### src/rtl/core/gma_pkg.sv
// shared constants and types for the growing-window moving average
// no dependencies
package gma_pkg;

	localparam int WINDOW_MAX  = 1024;
	localparam int SAMPLE_BITS = 16;
	localparam int ADDR_BITS   = $clog2(WINDOW_MAX);
	localparam int LEN_BITS    = 11;
	localparam int SUM_BITS    = 26;
	localparam int QUOT_BITS   = SAMPLE_BITS;
	localparam int HI_BITS     = SUM_BITS - QUOT_BITS;
	localparam int STEP_BITS   = $clog2(QUOT_BITS);

	localparam logic [LEN_BITS-1:0] LEN_RESET = LEN_BITS'(64);
	localparam logic [LEN_BITS-1:0] LEN_MAX   = LEN_BITS'(WINDOW_MAX);

	typedef struct packed {
		logic                start;
		logic                neg;
		logic [SUM_BITS-1:0] mag;
		logic [LEN_BITS-1:0] divisor;
	} div_req_t;

	typedef struct packed {
		logic                 done;
		logic [QUOT_BITS-1:0] quotient;
	} div_rsp_t;

endpackage

### src/rtl/core/gma_div.sv
// radix-2 restoring divider, one quotient bit per cycle, signed result
// depends on gma_pkg
module gma_div import gma_pkg::*; (
	input  logic     clk,
	input  logic     arst_n,
	input  div_req_t req,
	output div_rsp_t rsp
);

	logic [LEN_BITS-1:0]  rem_q;
	logic [QUOT_BITS-1:0] shift_q;
	logic [LEN_BITS-1:0]  div_q;
	logic [STEP_BITS-1:0] step_q;
	logic                 busy_q;
	logic                 neg_q;
	logic                 done_q;
	logic [LEN_BITS:0]    trial;
	logic                 qbit;

	always_comb begin
		trial = {rem_q, shift_q[QUOT_BITS-1]} - {1'b0, div_q};
		qbit  = !trial[LEN_BITS];
	end

	always_ff @(posedge clk or negedge arst_n) begin
		if (!arst_n) begin
			busy_q <= 1'b0;
			done_q <= 1'b0;
			step_q <= '0;
		end else begin
			done_q <= 1'b0;
			if (req.start) begin
				busy_q <= 1'b1;
				step_q <= '0;
			end else if (busy_q) begin
				step_q <= step_q + 1'b1;
				if (step_q == STEP_BITS'(QUOT_BITS - 1)) begin
					busy_q <= 1'b0;
					done_q <= 1'b1;
				end
			end
		end
	end

	// quotient is known to fit, so the upper dividend bits seed the remainder
	always_ff @(posedge clk) begin
		if (req.start) begin
			rem_q   <= LEN_BITS'(req.mag[SUM_BITS-1:QUOT_BITS]);
			shift_q <= req.mag[QUOT_BITS-1:0];
			div_q   <= req.divisor;
			neg_q   <= req.neg;
		end else if (busy_q) begin
			rem_q   <= qbit ? trial[LEN_BITS-1:0] : {rem_q[LEN_BITS-2:0], shift_q[QUOT_BITS-1]};
			shift_q <= {shift_q[QUOT_BITS-2:0], qbit};
		end
	end

	assign rsp.done     = done_q;
	assign rsp.quotient = neg_q ? (~shift_q + 1'b1) : shift_q;

endmodule

### config.mk
export PLATFORM = sky130hd
export DESIGN_NAME = gma_div
export DESIGN_NICKNAME = d
export VERILOG_FILES = /design/src/rtl/core/gma_pkg.sv /design/src/rtl/core/gma_div.sv
export SDC_FILE = /design/constraint.sdc
export NUM_CORES = 1
export LEC_CHECK = 0
export ABC_CLOCK_PERIOD_IN_PS = 3400
export BUFFER_PORTS_ARGS = -buffer_cell sky130_fd_sc_hd__buf_2
export CAP_MARGIN = 40
export CORE_MARGIN = 2
export CORE_UTILIZATION = 55
export CTS_CLUSTER_DIAMETER = 80
export CTS_CLUSTER_SIZE = 24
export DETAILED_ROUTE_END_ITERATION = 6
export PLACE_DENSITY = 0.79
export SYNTH_ARGS = -nofsm -noshare
export SYNTH_HDL_FRONTEND = slang
export SYNTH_SLANG_ARGS = --single-unit
### constraint.sdc
create_clock -name clk -period 3.4 [get_ports clk]
set_input_delay 0.51 -clock clk [delete_from_list [all_inputs] [get_ports clk]]
set_output_delay 0.51 -clock clk [all_outputs]
set_load 0.005 [all_outputs]
# Yosys cells after proc, flatten, opt, wreduce, memory -nomap -nowiden
# Index checks and enable logic that the tools add are counted.
[word_totals]
register_bits = 45
output_inout_bits = 17
[classes]
addsub = 3
n_eq_ne = 1
n_mux = 14
n_bitwise = 1
reduce_logical = 2
[op_table]
columns = ["operator", "n"]
rows = [
  ["16-bit two-way mux", 3],
  ["10-bit two-way mux", 2],
  ["16-bit by 1-bit adder with 16-bit output (second input constant)", 1],
  ["16-bit NOT", 1],
  ["12-bit by 11-bit subtractor with 12-bit output", 1],
  ["11-bit two-way mux", 1],
  ["4-bit two-way mux", 2],
  ["1-bit two-way mux", 6],
  ["4-bit by 1-bit adder with 4-bit output (second input constant)", 1],
  ["4-bit == test (second input constant)", 1],
  ["2-bit nonzero test", 1],
  ["1-bit zero test", 1],
]

# Logic depth before layout (Yosys ltp)
# Gate-level depths: netlist of run 1.
[depth]
depth_word = 4
ltp_mapped = 10
mapped_depth_nobuf = 10

# Worst setup path after synthesis of run 1
# OpenSTA, ideal clock, no wires.
[synth_timing]
kind = "register to register"
startpoint = "register div_q[1]"
endpoint = "register rem_q[4], data pin"
setup_time_ns = 0.260
t_arrival_ns = 2.249
path_slack_ns = 0.891
stages_incl_launch_ff = 11
period_less_slack_ns = 2.509
cell_sequence = "edfxtp_1 inv_1 ha_1 nor2b_1 o31a_2 o21ai_2 a21oi_4 xnor2_2 buf_6 mux2_4 mux2_2"
[synth_between]
elab_chain_cells = 4
[synth_lines]
columns = ["element", "line", "text"]
rows = [
  ["start, declared", "gma_div.sv:12", "logic [LEN_BITS-1:0] div_q;"],
  ["start signal, assigned", "gma_div.sv:50", "div_q <= req.divisor;"],
  ["12-bit by 11-bit subtractor with 12-bit output", "gma_div.sv:21", "trial = {rem_q, shift_q[QUOT_BITS-1]} - {1'b0, div_q};"],
  ["11-bit two-way mux", "gma_div.sv:53", "rem_q <= qbit ? trial[LEN_BITS-1:0] : {rem_q[LEN_BITS-2:0], shift_q[QUOT_BITS-1]};"],
  ["10-bit two-way mux", "gma_div.sv:52", "end else if (busy_q) begin"],
  ["10-bit two-way mux", "gma_div.sv:47", "if (req.start) begin"],
  ["end signal, assigned", "gma_div.sv:48", "rem_q <= LEN_BITS'(req.mag[SUM_BITS-1:QUOT_BITS]);"],
  ["end signal, assigned", "gma_div.sv:53", ""],
  ["end, declared", "gma_div.sv:10", "logic [LEN_BITS-1:0] rem_q;"],
]
# Every way passes these cells. The select of a mux whose other input is x is not followed.
# A chain may end at the register's enable or synchronous reset.

==> results.cfg, run 1 <==
[clocking]
cts_hold_buf = 0
buffer_depth_of_the_longest_clock_path = 2
clock_tree.root_cell = sky130_fd_sc_hd__clkbuf_8
clock_transition_at_the_register_clock_pins_on_the_worst_setup_and_hold_paths_after_cts_ps = 90
cts_post_setup_buffers_inserted = 0
cts_tree = built
cts_inserted_buffers = 5
post_cts_resized = 0
clock_tree.htree_level_count = 2
clkLatencyLatePin_ps = 300
cts.sinks = 45

[setup_path]
critPathMaxFanout = 3
timing.setup.critical_path_class = reg -> out
arrival_ps = 2390
start_point_of_the_critical_path = shift_q[0]$_DFFE_PP_
reg2reg_slack_ps = 640
timing.reg2reg.worst_path_depth = 10
timing.critical_path.to_type = output pin
startpoint_type = register
rr_startpoint = div_q[1]$_DFFE_PP_
crit_required_ps = 2890

[power]
power_density_nw_per_um2 = 719
internal-power_uw = 1510
power_switching_uw = 809
power.share.combinational = 0.498
worst_ir_drop_vdd_uv = 428
switching_share = 0.349
power.share.sequential = 0.359
power_uw = 2320
power_frac_clock = 0.142
power.leakage_uw = 0.00139

[logic_synthesis]
ys_top_cells_by_area = sky130_fd_sc_hd__edfxtp_1 41%, sky130_fd_sc_hd__mux2_2 8.5%, sky130_fd_sc_hd__xnor2_1 6.3%
leading_cell_type_by_number_of_instances_after_synthesis = sky130_fd_sc_hd__edfxtp_1
ys_async_sr_fraction = 0.133
post_synthesis_instance_area_um2 = 2800
netlist.top_cell.by_area = sky130_fd_sc_hd__edfxtp_1
netlist_instances = 240
yosys_register_bits = 45
yosysTopAreaCellShare = 0.408
synth_fp_nets = 295
avgSynthCellArea_um2 = 11.7
synth_top_cells_by_count = 38 x sky130_fd_sc_hd__edfxtp_1, 21 x sky130_fd_sc_hd__mux2_2, 20 x sky130_fd_sc_hd__xnor2_1
synth.yosys.warnings = 0
synth.yosys.seq_area_share = 0.469
ys.flop_type = sky130_fd_sc_hd__edfxtp_1
synth-edff-count = 38
yosysUniqueCellTypes = 48

[status]
result_of_the_run = complete, no violations

[timing]
timing_worst_slew_pin_value_ps = 669
grt_setup_unrepaired = false
achievable-frequency_ghz = 0.345
finish_stage_setup_viols = 0
setup_total_negative_slack_ps = 0
skew_ps = 8.13
hold_violation_count_in_the_final_report = 0
shortest_clock_period_the_worst_path_allows_after_layout_ps = 2900
slew_viol_final = 0
relSlewSlack = 0.554
post-route-period-util = 0.853

[floorplanning]
die_y_um = 75.3
core-area_um2 = 4820
initial_utilization = 0.581
rows = 25
boundaryPins = 58
design.die.area_um2 = 5670
die_x_um = 75.3

[global_route]
number_of_antenna_violations_at_the_first_check_in_global_routing = 0
groute.layer.met1.usage = 0.275
grt_start_max_net_pins = 32
global_route.overflow_total = 0
globalRouteMet3Util = 0.0397
grt_first_pass_wirelength_mm = 8.29
grt_pass1_vias = 1854
gr-usage-met2 = 0.301
gr-usage-all-layers = 0.192
gr-max-usage-layer = met2

[drt]
firstDrtPassIters = 4
detailedRoute.firstIterationViolations = 97
total_routed_length_mm = 5.00
routed-via-count = 1934
routedWlPerCell_um = 13.7
post-route-drc-count = 0
route.antenna.remaining_nets = 0
via_per_inst = 5.30

[layout]
area_delta_synth_final_pct = 15.1
insertedDiodeCount = 0
stdcell_count = 365
layout.nets = 352
fin_area_um2 = 3220
n_fill_cell = 427
drive_above_1_share = 0.346

[place]
post-place-cells = 357
area_after_dpl_um2 = 3130
placement.io_buffers = 57
routability_driven_placement_congestion_ratio = 0.811
hpwl_mm = 3.83

[flow_run]
drv.max_cap_violation_count = 0

[worst_hold_path]
min-delay-path-class = in -> async
logic make-up (layout without fill, tap and decap cells):
group,Yosys count,after routing,synth area share
xor gates and xnor gates,26,26,0.0841
AOI/OAI and AO/OA,44,44,0.110
adders and majority gates,14,14,0.0653
and+or+nand+nor,54,54,0.103
muxes,31,31,0.127
buffers and inverters,26,84,0.0416
DFF,45,45,0.469
critical path: stages (launching register included):
cell                       delay [ps]
sky130_fd_sc_hd__edfxtp_1         460
sky130_fd_sc_hd__nor3_2           210
sky130_fd_sc_hd__nand2_1           90
sky130_fd_sc_hd__or3_1            350
sky130_fd_sc_hd__or4_4            450
sky130_fd_sc_hd__o31ai_1          250
sky130_fd_sc_hd__xnor2_1          160
sky130_fd_sc_hd__buf_2            130
per-stage QoR:
step / utilization / setup WS (ps) / hold WS (ps)
floorplan: - / 891 / 214
global placement: 0.650 / 654 / 337
detailed placement: 0.650 / 617 / 340
CTS: 0.669 / 441 / 5.31
global route: 0.669 / 328 / 7.80
finish: 0.669 / 499 / 14.8
layer usage:
metal,vias to the layer above,share of wire
met5,-,0
met4,0,0.012
met3,6,0.033
met2,35,0.49
met1,909,0.47
li1,984,-
flip-flops by register name, indices dropped and copies added (netlist names):
register  cells
rem_q        11
div_q        11
step_q        4
busy_q        1
neg_q         1
shift_q      16
done_q        1
final timing paths:
kind,end
max,rsp[15]
min,step_q[2]$_DFFE_PN0P_
max reg2reg,rem_q[4]$_DFFE_PP_
min reg2reg,step_q[3]$_DFFE_PN0P_
max in group asynchronous,done_q$_DFF_PN0_
min in group clk,neg_q$_DFFE_PP_
placed cells by master, fill, tap and decap left out, types with 3 or more instances in the layout:
| cell | count |
|---|---|
| sky130_fd_sc_hd__buf_2 | 57 |
| sky130_fd_sc_hd__edfxtp_1 | 38 |
| sky130_fd_sc_hd__mux2_2 | 21 |
| sky130_fd_sc_hd__xnor2_1 | 20 |
| sky130_fd_sc_hd__inv_1 | 16 |
| sky130_fd_sc_hd__nand2_1 | 15 |
| sky130_fd_sc_hd__ha_1 | 13 |
| sky130_fd_sc_hd__nor2_1 | 12 |
| sky130_fd_sc_hd__o21ai_0 | 12 |
| sky130_fd_sc_hd__a21oi_1 | 8 |
| sky130_fd_sc_hd__mux2i_1 | 6 |
| sky130_fd_sc_hd__dfrtp_1 | 6 |
| sky130_fd_sc_hd__o31ai_1 | 5 |
| sky130_fd_sc_hd__xor2_1 | 5 |
| sky130_fd_sc_hd__nand2b_1 | 5 |
| sky130_fd_sc_hd__clkbuf_8 | 5 |
| sky130_fd_sc_hd__nor3_1 | 4 |
| sky130_fd_sc_hd__nor2b_1 | 4 |
| sky130_fd_sc_hd__mux2_4 | 4 |
| sky130_fd_sc_hd__a21o_1 | 4 |
| sky130_fd_sc_hd__o21a_1 | 3 |
| sky130_fd_sc_hd__nand4_1 | 3 |
| sky130_fd_sc_hd__buf_4 | 3 |
power by group through the flow:
stage	Sequential (µW)	Combinational [µW]	Clock, µW
detailed placement	846	1160	0
global placement	836	1130	0
CTS	833	1170	342
floorplan	805	952	0
finish	832	1150	330
global route	849	1290	362
area by class of cell:
class / count / area [µm²] / area share
Multi-Input combinational cell: 169 / 1370 / 0.425
Tap cell: 67 / 83.8 / 0.0260
Clock buffer: 6 / 72.6 / 0.0225
Clock inverter: 2 / 15.0 / 0.00466
Sequential cell: 45 / 1310 / 0.407
Inverter: 16 / 60.1 / 0.0186
Timing Repair Buffer: 60 / 308 / 0.0956
Power figures use the tool's default switching activity.
==> run 2: changes to the inputs <==
--- a/config.mk
+++ b/config.mk
@@ -5,6 +5,7 @@
 export SDC_FILE = /design/constraint.sdc
 export NUM_CORES = 1
 export LEC_CHECK = 0
+export ABC_AREA = 1
 export ABC_CLOCK_PERIOD_IN_PS = 3400
 export BUFFER_PORTS_ARGS = -buffer_cell sky130_fd_sc_hd__buf_2
 export CAP_MARGIN = 40
@@ -13,7 +14,7 @@
 export CTS_CLUSTER_DIAMETER = 80
 export CTS_CLUSTER_SIZE = 24
 export DETAILED_ROUTE_END_ITERATION = 6
-export PLACE_DENSITY = 0.79
+export PLACE_DENSITY = 0.78
 export SYNTH_ARGS = -nofsm -noshare
 export SYNTH_HDL_FRONTEND = slang
 export SYNTH_SLANG_ARGS = --single-unit
==> results.cfg, run 2 <==
[status]
result_of_the_run = complete, no violations

[clocking]
cts_inserted_buffers = 5
clock_transition_at_the_register_clock_pins_on_the_worst_setup_and_hold_paths_after_cts_ps = 100
cts_tree = built
clock_tree.root_cell = sky130_fd_sc_hd__clkbuf_8
clock_tree.htree_level_count = 2
cts_post_setup_buffers_inserted = 0
buffer_depth_of_the_longest_clock_path = 2
cts.sinks = 45
post_cts_resized = 0
cts_hold_buf = 0
clkLatencyLatePin_ps = 310

[setup_path]
crit_chain = inv_1, ha_1, inv_1, nor3_2, nand4_1, o21ai_0, xor2_1, buf_2
crit_required_ps = 2890
critical_path.n_buffers_inverters = 3
timing.critical_path.to_type = output pin
slowest_delay_ps = 440
timing.setup.critical_path_class = reg -> out
arrival_ps = 2010
critical-path-top-delay-family = flip-flops
crit_path_frequent_cell = sky130_fd_sc_hd__inv_1
critPathMaxFanout = 3
startpoint_type = register
highest_delay_cell_along_the_critical_path = sky130_fd_sc_hd__edfxtp_1

[logic_synthesis]
leading_cell_type_by_number_of_instances_after_synthesis = sky130_fd_sc_hd__nand2_1
ys_async_sr_fraction = 0.133
synth.yosys.seq_area_share = 0.428
yosysUniqueCellTypes = 38
synth_fp_nets = 436
ys_top_cells_by_area = sky130_fd_sc_hd__edfxtp_1 37%, sky130_fd_sc_hd__nand2_1 14%, sky130_fd_sc_hd__inv_1 7.2%
netlist_instances = 381
yosys_register_bits = 45
avgSynthCellArea_um2 = 8.05
post_synthesis_instance_area_um2 = 3070
synth.yosys.warnings = 0
ys.flop_type = sky130_fd_sc_hd__edfxtp_1
synth_top_cells_by_count = 113 x sky130_fd_sc_hd__nand2_1, 59 x sky130_fd_sc_hd__inv_1, 38 x sky130_fd_sc_hd__edfxtp_1
synth-edff-count = 38
netlist.top_cell.by_area = sky130_fd_sc_hd__edfxtp_1
yosysTopAreaCellShare = 0.372

[layout]
insertedDiodeCount = 0
largest-register = shift_q
n_fill_cell = 484
reg.largest.list = shift_q: 16 flops, div_q: 11 flops, rem_q: 11 flops
final_cell_mix = 113 x sky130_fd_sc_hd__nand2_1, 59 x sky130_fd_sc_hd__inv_1, 57 x sky130_fd_sc_hd__buf_2
layout.nets = 491
leading_cell_type_in_the_layout_fill_and_taps_excluded = sky130_fd_sc_hd__nand2_1
max_reg_flops = 16
area_delta_synth_final_pct = 13.4
drive_above_1_share = 0.204
fin_area_um2 = 3480

[power]
power_density_nw_per_um2 = 673
worst_ir_drop_vdd_uv = 329
power.leakage_uw = 0.00179

[global_route]
global_route.overflow_total = 0
gr-usage-all-layers = 0.229
grt_start_max_net_pins = 41
grt_pass1_vias = 2563
number_of_antenna_violations_at_the_first_check_in_global_routing = 0
grt_first_pass_wirelength_mm = 11.2

[place]
dp_slack_ps = 1170
hpwl_mm = 4.99
routability_driven_placement_congestion_ratio = 0.913
placement.io_buffers = 57
area_after_dpl_um2 = 3380

[floorplanning]
boundaryPins = 58
design.die.area_um2 = 6190
initial_utilization = 0.564
die_y_um = 78.7
rows = 27
core-area_um2 = 5440
die_x_um = 78.7

[flow_run]
drv.max_cap_violation_count = 0

[drt]
routed-via-count = 2604
firstDrtPassIters = 4
post-route-drc-count = 0
detailedRoute.firstIterationViolations = 151
routedWlPerCell_um = 12.9
via_per_inst = 5.12
total_routed_length_mm = 6.57
route.antenna.remaining_nets = 0

[timing]
shortest_clock_period_the_worst_path_allows_after_layout_ps = 2520
relSlewSlack = 0.638
achievable-frequency_ghz = 0.397
timing_worst_slew_pin_value_ps = 542
fin_worst_setup_slack_ps = 881
hold_slack_ps = 4.77
finish_stage_setup_viols = 0
grt_setup_unrepaired = false
slew_viol_final = 0
skew_ps = 12.6
hold_violation_count_in_the_final_report = 0
setup_total_negative_slack_ps = 0
post-route-period-util = 0.741

[worst_hold_path]
min-delay-path-class = in -> async
==> run 2: cell count changes after synthesis, sizes merged, moves of 6 or more <==
cell	previous run	this run
inv	16	63
mux2	25	0
mux2i	6	0
nand2	15	119
nand3	1	32
nand3b	0	8
nor2	12	23
o21ai	13	23
xnor2	21	2
xor2	5	14
==> run 2: cell families (layout without fill, tap and decap cells) <==
kind of cell    after synthesis  in the layout  share of synthesized area
compound gates               36             36                     0.0649
xor+xnor                     16             16                     0.0457
fa+ha+maj                    14             14                     0.0596
buf+inv                      75            131                      0.104
flops                        45             45                      0.428
simple gates                195            195                      0.299
==> run 2: path summary, 6_finish.rpt <==
kind                                       start                     to  slack [ps]  cells past startpoint
min reg2reg                step_q[3]$_DFFE_PN0P_  step_q[3]$_DFFE_PN0P_         490                      1
min                                       arst_n  step_q[0]$_DFFE_PN0P_           5                      1
max                         shift_q[0]$_DFFE_PP_                rsp[12]         880                      8
max reg2reg                   rem_q[1]$_DFFE_PP_     rem_q[0]$_DFFE_PP_        1170                      9
min in group clk                         req[37]        neg_q$_DFFE_PP_         370                      1
max in group asynchronous                 arst_n       done_q$_DFF_PN0_        3250                      1
==> run 2: metrics by stage <==
step | power (µW) | instances | utilization
final | 2340 | 509 | 0.640
after global routing | 2540 | 509 | 0.640
after CTS | 2340 | 509 | 0.640
after detailed placement | 1970 | 501 | 0.621
after global placement | 1940 | 501 | 0.621
after floorplan | 1740 | 381 | -
==> run 2: metal layers <==
metal	routed length, µm	global-route usage
met2	3110	0.377
met4	102	0.0772
met5	0	0
met3	323	0.0414
met1	3030	0.306
==> run 2: layout make-up <==
class / count / area, µm² / share of cell area
flip-flops and latches: 45 / 1310 / 0.377
well taps: 72 / 90.1 / 0.0259
repair buffers: 59 / 300 / 0.0863
clock inverters: 2 / 16.3 / 0.00468
clock buffers: 6 / 82.6 / 0.0237
multi-input cells: 261 / 1440 / 0.413
inverters: 64 / 240 / 0.0691
==> run 2: report_power, final <==
group	internal, µW	switching [µW]	leakage (µW)
clock	168	201	0.0000478
combinational	451	729	0.00125
sequential	725	67.7	0.000485
==> run 2: worst reg2reg max path: stages, from the launching register on <==
cell and delay, ps:
sky130_fd_sc_hd__edfxtp_1 410, sky130_fd_sc_hd__ha_1 390, sky130_fd_sc_hd__or2_1 250, sky130_fd_sc_hd__and2_4 180, sky130_fd_sc_hd__nand2_4 90, sky130_fd_sc_hd__nand4_4 250
sky130_fd_sc_hd__nand2_2 240, sky130_fd_sc_hd__nand2_1 70, sky130_fd_sc_hd__nand3_1 70, sky130_fd_sc_hd__nand2_1 60
==> run 3: changes to the inputs <==
--- a/config.mk
+++ b/config.mk
@@ -5,8 +5,8 @@
 export SDC_FILE = /design/constraint.sdc
 export NUM_CORES = 1
 export LEC_CHECK = 0
-export ABC_AREA = 1
-export ABC_CLOCK_PERIOD_IN_PS = 3400
+export ABC_AREA = 0
+export ABC_CLOCK_PERIOD_IN_PS = 2500
 export BUFFER_PORTS_ARGS = -buffer_cell sky130_fd_sc_hd__buf_2
 export CAP_MARGIN = 40
 export CORE_MARGIN = 2
@@ -14,7 +14,7 @@
 export CTS_CLUSTER_DIAMETER = 80
 export CTS_CLUSTER_SIZE = 24
 export DETAILED_ROUTE_END_ITERATION = 6
-export PLACE_DENSITY = 0.78
+export PLACE_DENSITY = 0.79
 export SYNTH_ARGS = -nofsm -noshare
 export SYNTH_HDL_FRONTEND = slang
 export SYNTH_SLANG_ARGS = --single-unit
==> constraint.sdc (replaced) <==
create_clock -name clk -period 2.5 [get_ports clk]
set_input_delay 0.375 -clock clk [delete_from_list [all_inputs] [get_ports clk]]
set_output_delay 0.375 -clock clk [all_outputs]
set_load 0.005 [all_outputs]
==> results.cfg, run 3 (synthesis gave the netlist of run 1 again) <==
[worst_hold_path]
min-delay-path-class = in -> reg

[layout]
drive_above_1_share = 0.482
reg.largest.list = shift_q: 16 flops, div_q: 11 flops, rem_q: 11 flops
largest-register = shift_q
final_core_utilization = 0.766
insertedDiodeCount = 0
fin_area_um2 = 3690
leading_cell_type_in_the_layout_fill_and_taps_excluded = sky130_fd_sc_hd__buf_2
layout.nets = 392
max_reg_flops = 16
area_delta_synth_final_pct = 31.9
n_fill_cell = 334
final_cell_mix = 57 x sky130_fd_sc_hd__buf_2, 39 x sky130_fd_sc_hd__buf_4, 38 x sky130_fd_sc_hd__edfxtp_1

[power]
power.leakage_uw = 0.00164
power_switching_uw = 1340
worst_ir_drop_vdd_uv = 699
power.share.combinational = 0.569
power_frac_clock = 0.138
switching_share = 0.344
power_density_nw_per_um2 = 1060
power.share.sequential = 0.293
internal-power_uw = 2560

[clocking]
cts.sinks = 45
buffer_depth_of_the_longest_clock_path = 2
clkLatencyLatePin_ps = 300
cts_inserted_buffers = 5
clock_tree.htree_level_count = 2
cts_tree = built
clock_tree.root_cell = sky130_fd_sc_hd__clkbuf_8
clock_transition_at_the_register_clock_pins_on_the_worst_setup_and_hold_paths_after_cts_ps = 90

[timing]
finish_stage_setup_viols = 11
timing_worst_slew_pin_value_ps = 674
hold_violation_count_in_the_final_report = 0
grt_setup_unrepaired = true
relSlewSlack = 0.551
achievable-frequency_ghz = 0.369
post-route-period-util = 1.08
shortest_clock_period_the_worst_path_allows_after_layout_ps = 2710
fin_worst_setup_slack_ps = -209
slew_viol_final = 0
skew_ps = 12.9

[setup_path]
worst-path-stages = 7
critical_path.n_buffers_inverters = 1
slowest_delay_ps = 460
rr_startpoint = rem_q[0]$_DFFE_PP_
crit_chain = nor3_2, nand2_1, or3_4, or4_4, o41ai_4, xnor2_1, buf_2
arrival_ps = 2330
highest_delay_cell_along_the_critical_path = sky130_fd_sc_hd__or4_4
timing.setup.critical_path_class = reg -> out
reg2reg_slack_ps = -80
setup.worst_path.end = rsp[13]
timing.critical_path.to_type = output pin
critPathMaxFanout = 3
timing.reg2reg.worst_path_depth = 9
start_point_of_the_critical_path = shift_q[2]$_DFFE_PP_
crit_required_ps = 2120
critical-path-top-delay-family = simple AND/OR/NAND/NOR gates
startpoint_type = register
worst_r2r_endpoint = rem_q[8]$_DFFE_PP_

[floorplanning]
boundaryPins = 58
rows = 25
initial_utilization = 0.581
die_x_um = 75.3
die_y_um = 75.3
design.die.area_um2 = 5670
core-area_um2 = 4820

[place]
area_after_dpl_um2 = 3290
hpwl_mm = 4.07
routability_driven_placement_congestion_ratio = 0.813
placement.io_buffers = 57

[drt]
total_routed_length_mm = 6.13
routed-via-count = 2146
detailedRoute.firstIterationViolations = 145
route.antenna.remaining_nets = 0
firstDrtPassIters = 4
routedWlPerCell_um = 15.1
post-route-drc-count = 0
via_per_inst = 5.30

[global_route]
grt_first_pass_wirelength_mm = 9.47
number_of_antenna_violations_at_the_first_check_in_global_routing = 0
gr-usage-all-layers = 0.222
global_route.overflow_total = 0
grt_start_max_net_pins = 29
grt_pass1_vias = 2087

[status]
result_of_the_run = finished with violations
violations_in_the_final_reports = setup timing

[flow_run]
drv.max_cap_violation_count = 0
run 3: cell count changes in the layout (fill, tap and decap cells not counted), sizes merged, moves of 9 or more:
| cell | previous run | this run |
|---|---|---|
| buf | 59 | 99 |
| inv | 64 | 16 |
| mux2 | 0 | 25 |
| nand2 | 119 | 15 |
| nand3 | 32 | 1 |
| nor2 | 23 | 12 |
| o21ai | 23 | 13 |
| xnor2 | 2 | 21 |
| xor2 | 14 | 5 |
run 3: layout make-up:
type	instances	area, µm²	share of cell area
repair buffers	100	622	0.169
clock buffers	6	72.6	0.0197
well taps	67	83.8	0.0227
multi-input cells	169	1500	0.407
flip-flops and latches	45	1310	0.355
clock inverters	2	35.0	0.00949
inverters	16	62.6	0.0170
run 3: power groups by stage:
stage / clock network, µW / registers, µW / logic, µW
floorplan: 0 / 1090 / 1300
global placement: 0 / 1140 / 1770
detailed placement: 0 / 1150 / 1820
CTS: 547 / 1130 / 2010
global route: 572 / 1150 / 2410
finish: 537 / 1140 / 2220
run 3: per-layer routing:
metal	global-route usage	vias to the layer above	part of all wire
met2	0.368	46	0.52
met3	0.0516	12	0.036
met4	0.0780	0	0.018
met1	0.288	1021	0.43
met5	0	-	0
li1	-	1067	-
run 3: repair_timing:
item | in CTS | in global routing
hold buffers | 1 | 0
buffers inserted | 14 | 8
setup endpoints to repair | 10 | 19
pin swaps | 1 | 6
gates resized for setup | 17 | 18
hold endpoints to repair | 6 | 0
run 3: how the worst min path moves through the flow:
stage | slack, ps | depth (start not counted) | endpoint | start
finish | 250 | 1 | div_q[0]$_DFFE_PP_ | req[0]
global route | 240 | 1 | neg_q$_DFFE_PP_ | req[37]
CTS | 240 | 1 | div_q[0]$_DFFE_PP_ | req[0]
detailed placement | 200 | 1 | done_q$_DFF_PN0_ | arst_n
global placement | 200 | 1 | step_q[3]$_DFFE_PN0P_ | arst_n
floorplan | 80 | 0 | busy_q$_DFF_PN0_ | arst_n
run 3: stage by stage:
step	std cells	hold WS, ps	TNS [ps]	setup WS [ps]	power (µW)
after floorplan	240	79.4	0	2.99	2390
after global placement	378	201	-53.0	-14.2	2910
after detailed placement	378	204	-334	-79.2	2960
after CTS	401	239	-1270	-230	3690
after global routing	405	236	-2500	-301	4130
final	405	245	-1350	-209	3890
